File: src/design/qsg_pkg.sv
package qsg_pkg;

  localparam int IO_WIDTH = 32;

  typedef struct packed {
    logic signed [IO_WIDTH-1:0] node0_x;
    logic signed [IO_WIDTH-1:0] node0_y;
    logic signed [IO_WIDTH-1:0] node1_x;
    logic signed [IO_WIDTH-1:0] node1_y;
    logic signed [IO_WIDTH-1:0] node2_x;
    logic signed [IO_WIDTH-1:0] node2_y;
    logic signed [IO_WIDTH-1:0] node3_x;
    logic signed [IO_WIDTH-1:0] node3_y;
    logic                       final_element;
  } qsg_in_t;

  typedef struct packed {
    logic [1:0]                 gauss_point;
    logic signed [IO_WIDTH-1:0] grad0_x;
    logic signed [IO_WIDTH-1:0] grad0_y;
    logic signed [IO_WIDTH-1:0] grad1_x;
    logic signed [IO_WIDTH-1:0] grad1_y;
    logic signed [IO_WIDTH-1:0] grad2_x;
    logic signed [IO_WIDTH-1:0] grad2_y;
    logic signed [IO_WIDTH-1:0] grad3_x;
    logic signed [IO_WIDTH-1:0] grad3_y;
    logic signed [IO_WIDTH-1:0] point_volume;
    logic                       last_point;
    logic                       singular;
  } qsg_out_t;

  // Gauss point sequencing between the front end and the Jacobian stages
  typedef struct packed {
    logic       valid;
    logic [1:0] point;
  } qsg_pt_t;

  // Per-point status after the determinant
  typedef struct packed {
    logic       valid;
    logic [1:0] point;
    logic       singular;
  } qsg_ctl_t;

  localparam logic [1:0] LAST_POINT = 2'd3;

  // Local gradient codes: plus/minus A, plus/minus B
  localparam logic signed [2:0] CODE_PA = 3'sd1;
  localparam logic signed [2:0] CODE_NA = -3'sd1;
  localparam logic signed [2:0] CODE_PB = 3'sd2;
  localparam logic signed [2:0] CODE_NB = -3'sd2;

  // A = (1 + 1/sqrt3)/4 and B = (1 - 1/sqrt3)/4 at 32 fraction bits
  localparam longint unsigned CONST_A_Q32 = 64'd1693666955;
  localparam longint unsigned CONST_B_Q32 = 64'd453816693;

  // [point][node][direction]
  localparam logic signed [2:0] LG_TAB [4][4][2] = '{
    '{ '{CODE_NA, CODE_NA}, '{CODE_PA, CODE_NB}, '{CODE_PB, CODE_PB}, '{CODE_NB, CODE_PA} },
    '{ '{CODE_NA, CODE_NB}, '{CODE_PA, CODE_NA}, '{CODE_PB, CODE_PA}, '{CODE_NB, CODE_PB} },
    '{ '{CODE_NB, CODE_NB}, '{CODE_PB, CODE_NA}, '{CODE_PA, CODE_PA}, '{CODE_NA, CODE_PB} },
    '{ '{CODE_NB, CODE_NA}, '{CODE_PB, CODE_NB}, '{CODE_PA, CODE_PB}, '{CODE_NA, CODE_PA} }
  };

endpackage

File: src/design/qsg_front.sv
module qsg_front #(
  parameter int DW = 32
) (
  input  logic                    clk,
  input  logic                    rst_n,
  input  logic                    en,
  input  logic                    in_valid,
  input  qsg_pkg::qsg_in_t        in_data,
  output logic                    in_stall,
  output qsg_pkg::qsg_pt_t        pt,
  output logic signed [DW-1:0]    coord [8]
);
  import qsg_pkg::*;

  localparam int IW = (DW > IO_WIDTH) ? DW + 1 : IO_WIDTH + 1;
  localparam logic signed [IW-1:0] SMAX = {{(IW-DW+1){1'b0}}, {(DW-1){1'b1}}};
  localparam logic signed [IW-1:0] SMIN = ~SMAX;

  logic                 busy_r, busy_nxt;
  logic [1:0]           pt_r, pt_nxt;
  logic signed [DW-1:0] crd_r [8];
  logic signed [DW-1:0] crd_nxt [8];
  logic signed [IO_WIDTH-1:0] raw [8];
  logic                 acc;

  assign raw[0] = in_data.node0_x;
  assign raw[1] = in_data.node0_y;
  assign raw[2] = in_data.node1_x;
  assign raw[3] = in_data.node1_y;
  assign raw[4] = in_data.node2_x;
  assign raw[5] = in_data.node2_y;
  assign raw[6] = in_data.node3_x;
  assign raw[7] = in_data.node3_y;

  // take a new element on the edge that issues the last point of the current one
  assign in_stall = !en || (busy_r && pt_r != LAST_POINT);
  assign acc      = in_valid && !in_stall;

  always_comb begin
    logic signed [IW-1:0] w;
    for (int n = 0; n < 8; n++) begin
      w = IW'(raw[n]);
      if (w > SMAX) begin
        crd_nxt[n] = DW'(SMAX);
      end else if (w < SMIN) begin
        crd_nxt[n] = DW'(SMIN);
      end else begin
        crd_nxt[n] = DW'(w);
      end
    end
  end

  always_comb begin
    busy_nxt = busy_r;
    pt_nxt   = pt_r;
    if (en) begin
      if (acc) begin
        busy_nxt = 1'b1;
        pt_nxt   = '0;
      end else if (busy_r) begin
        busy_nxt = (pt_r != LAST_POINT);
        pt_nxt   = pt_r + 2'd1;
      end
    end
  end

  always_ff @(posedge clk) begin
    if (!rst_n) begin
      busy_r <= 1'b0;
      pt_r   <= '0;
    end else begin
      busy_r <= busy_nxt;
      pt_r   <= pt_nxt;
    end
  end

  always_ff @(posedge clk) begin
    if (acc) begin
      crd_r <= crd_nxt;
    end
  end

  assign pt.valid = busy_r;
  assign pt.point = pt_r;
  assign coord    = crd_r;

endmodule

File: config.mk
export PLATFORM = sky130hd
export DESIGN_NAME = qsg_front
export DESIGN_NICKNAME = d
export VERILOG_FILES = /design/src/design/qsg_pkg.sv /design/src/design/qsg_front.sv
export SDC_FILE = /design/constraint.sdc
export NUM_CORES = 1
export LEC_CHECK = 0
export BUFFER_PORTS_ARGS = -buffer_cell sky130_fd_sc_hd__buf_2
export CORE_AREA = 2 2 205 207
export CTS_CLUSTER_SIZE = 28
export DETAILED_ROUTE_END_ITERATION = 16
export DIE_AREA = 0 0 207 209
export GPL_ROUTABILITY_DRIVEN = 1
export PLACE_DENSITY = 0.43
export SLEW_MARGIN = 40
export SYNTH_ARGS = -nofsm -noshare
export SYNTH_HDL_FRONTEND = slang
export SYNTH_SLANG_ARGS = --single-unit
export TNS_END_PERCENT = 1
File: constraint.sdc
create_clock -name clk -period 17.5 [get_ports clk]
set_input_delay 3.5 -clock clk [delete_from_list [all_inputs] [get_ports clk]]
set_output_delay 3.5 -clock clk [all_outputs]
set_load 0.03 [all_outputs]
==> flow_summary.yaml <==
logic_synthesis:
  synth.top_cell.area_share: 0.8715
  syn_area_um2: 8821
  yosys.area.top_type: "edfxtp_1"
  ys_warn_count: 0
  synth_seq_cells: 259
  ys_seq_area_frac: 0.8783
  synth_cell_type_count: 15
  synth.net_count: 794
  synthTopCellsByArea: "edfxtp_1, clkbuf_1, dfxtp_1"
  syn_avg_cell_area_um2: 16.58
  syn_inst: 532
hold_path:
  worstHoldPathCells: 2
  hold_path_class: "register to register"
critical_path:
  path_common_cell: "buf_2"
  cp-startpoint: "en"
  crit_chain: "buf_2, o21ai_0, buf_2"
  critical_path_class: "input port to output port"
  worst_r2r_endpoint: "coord[62]"
  cp_top_family: "buffers and inverters"
  cp_slowest_cell: "buf_2"
  r2r_start: "pt_r[0]"
  path_max_fanout: 6
  reg2regPathDepth: 3
  rrSetupSlack_ps: 15250
  endpoint: "in_stall"
  cp-end-kind: "output port"
  cp_num_cells: 3
  start_kind: "input port"
  cp.arrival_ps: 3970
  slowest_delay_ps: 240
  crit_buf_inv: 2
  required_ps: 14000
place:
  numPortBuffers: 519
  hpwl_um: 17720
  dp.cells: 1336
  routabilityCongestion: 0.7582
  pre_cts_ws_ps: 10010
  placed_cell_area_um2: 11170
layout:
  final_cell_area_um2: 12070
  final_cell_mix: "buf_2, edfxtp_1, clkbuf_16"
  syn_to_final_growth_pct: 36.79
  layout-drive-gt1-share: 0.6600
  final_common_cell: "buf_2"
  layout.cells.non_filler: 1388
  num-nets-final: 1090
detailed_routing:
  drt_wl_total_um: 23240
  post_drt_wl_per_cell_um: 16.75
  via_per_inst: 3.530
  ant_nets: 0
  drtIter0Drc: 253
  vias: 4899
  drc: 0
  firstDrtPassIters: 4
sta:
  setup_viol: 0
  min_period_ps: 7472
  fin_tns_setup_ps: 0
  fin_ws_ps: 10030
  finClkSkew_ps: 16.60
  drv_slew: 0
  finalCritPeriodShare: 0.4270
  relSlewSlack: 0.5215
  fmax_mhz: 133.8
  rsz0062_at_grt: "false"
  tightest_slew_ps: 717.7
  hold_viol: 0
clocking:
  cts_buffer_depth: 3
  cts_root_buffer: "clkbuf_16"
  numClockSinks: 259
  cts.htree.levels: 1
  cts_tree: "done"
  cts_setup_buffers: 0
  cts.repair.resized: 0
  clk_latency_ps: 550
  numCtsBuffers: 29
  clkTransAtPathRegs_ps: 60
  cts_hold_buf: 0
power_and_ir_drop:
  powerDensity_nw_per_um2: 118.0
  ir_worst_vdd_uv: 65.71
  leakage_nw: 4.940
global_route:
  gr-total-overflow: 0
  grt_max_degree: 76
  grt_pass1_vias: 5143
  grt_pass1_wl_um: 32780
  antenna_found_initial: 3
  grt_usage: 0.1010
floorplan:
  ios: 521
  core-area_um2: 41290
  dieHeight_um: 209
  dieArea_um2: 43260
  start_util: 0.2136
  row_count: 75
  fp.dieW_um: 207
job:
  cap_violations: 0
run_status:
  outcome: "completed"
==> synthesized netlist by cell type (all sizes together) <==
master / number
inv: 1
nand2: 5
o32ai: 2
a21boi: 1
nand2b: 1
ha: 1
dfxtp: 3
buf: 1
o21a: 1
o211a: 1
o21ai: 1
clkbuf: 256
a21bo: 1
edfxtp: 256
and2: 1
==> tightest hold or removal path: stages (launching register included) <==
cell and delay [ps]:
dfxtp_1 320, nand2_1 60, o32ai_1 70
==> where the power goes <==
part | switching (W) | internal, W | total (W)
Clock | 0.000239 | 0.000345 | 0.000584
Combinational | 0.0000817 | 0.0000372 | 0.000119
Sequential | 0.00000674 | 0.000714 | 0.000721
Total | 0.000327 | 0.00110 | 0.00142
==> routing by layer <==
layer,vias up,track usage,wire (µm)
li1,2234,-,-
met1,2332,0.1098,8433
met2,292,0.1740,11720
met3,39,0.04388,2348
met4,2,0.03818,731
met5,-,0,13
==> cell type report <==
class / instances / area (µm²)
inverter: 1 / 3.754
antenna: 2 / 5.005
sequential: 259 / 7747
clock buffer: 36 / 752.0
clock inverter: 14 / 143.9
timing repair buffer: 522 / 2631
multi-input combinational: 15 / 108.9
tap: 539 / 674.4
fill: 4313 / 29220
==> how the worst min path moves through the flow <==
stage | startpoint | slack (ps) | to
6_report | pt_r[1] | 500 | pt_r[1]
5_1_grt | pt_r[0] | 530 | pt_r[0]
4_1_cts | pt_r[1] | 510 | pt_r[1]
3_5_place_dp | pt_r[1] | 500 | pt_r[1]
3_3_place_gp | pt_r[1] | 490 | pt_r[1]
2_1_floorplan | busy_r | 510 | pt_r[1]
==> registers in the layout, indices dropped and copies added, names as in the netlist <==
signal / count
coord: 256
pt_r: 2
busy_r: 1
==> kinds of logic (layout without fill, tap and decap cells) <==
group	Yosys count	count (layout)	synth area share
other	0	2	0
AND/OR/NAND/NOR	7	7	0.003547
AO/OA/AOI/OAI	7	7	0.006525
flip-flops	259	259	0.8783
adder cells (fa/ha/maj)	1	1	0.001418
buffers and inverters	258	573	0.1102
==> per-stage QoR <==
| step | power, W | util | hold slack, ps |
|---|---|---|---|
| CTS | 0.001453 | 0.2921 | 509.8 |
| global placement | 0.0008539 | 0.2702 | 486.8 |
| detailed placement | 0.0008555 | 0.2704 | 501.1 |
| global route | 0.001482 | 0.2921 | 530.8 |
| finish | 0.001424 | 0.2922 | 502.7 |
| floorplan | 0.0008188 | - | 513.4 |
Note: power is estimated with default switching activity, not from simulation.
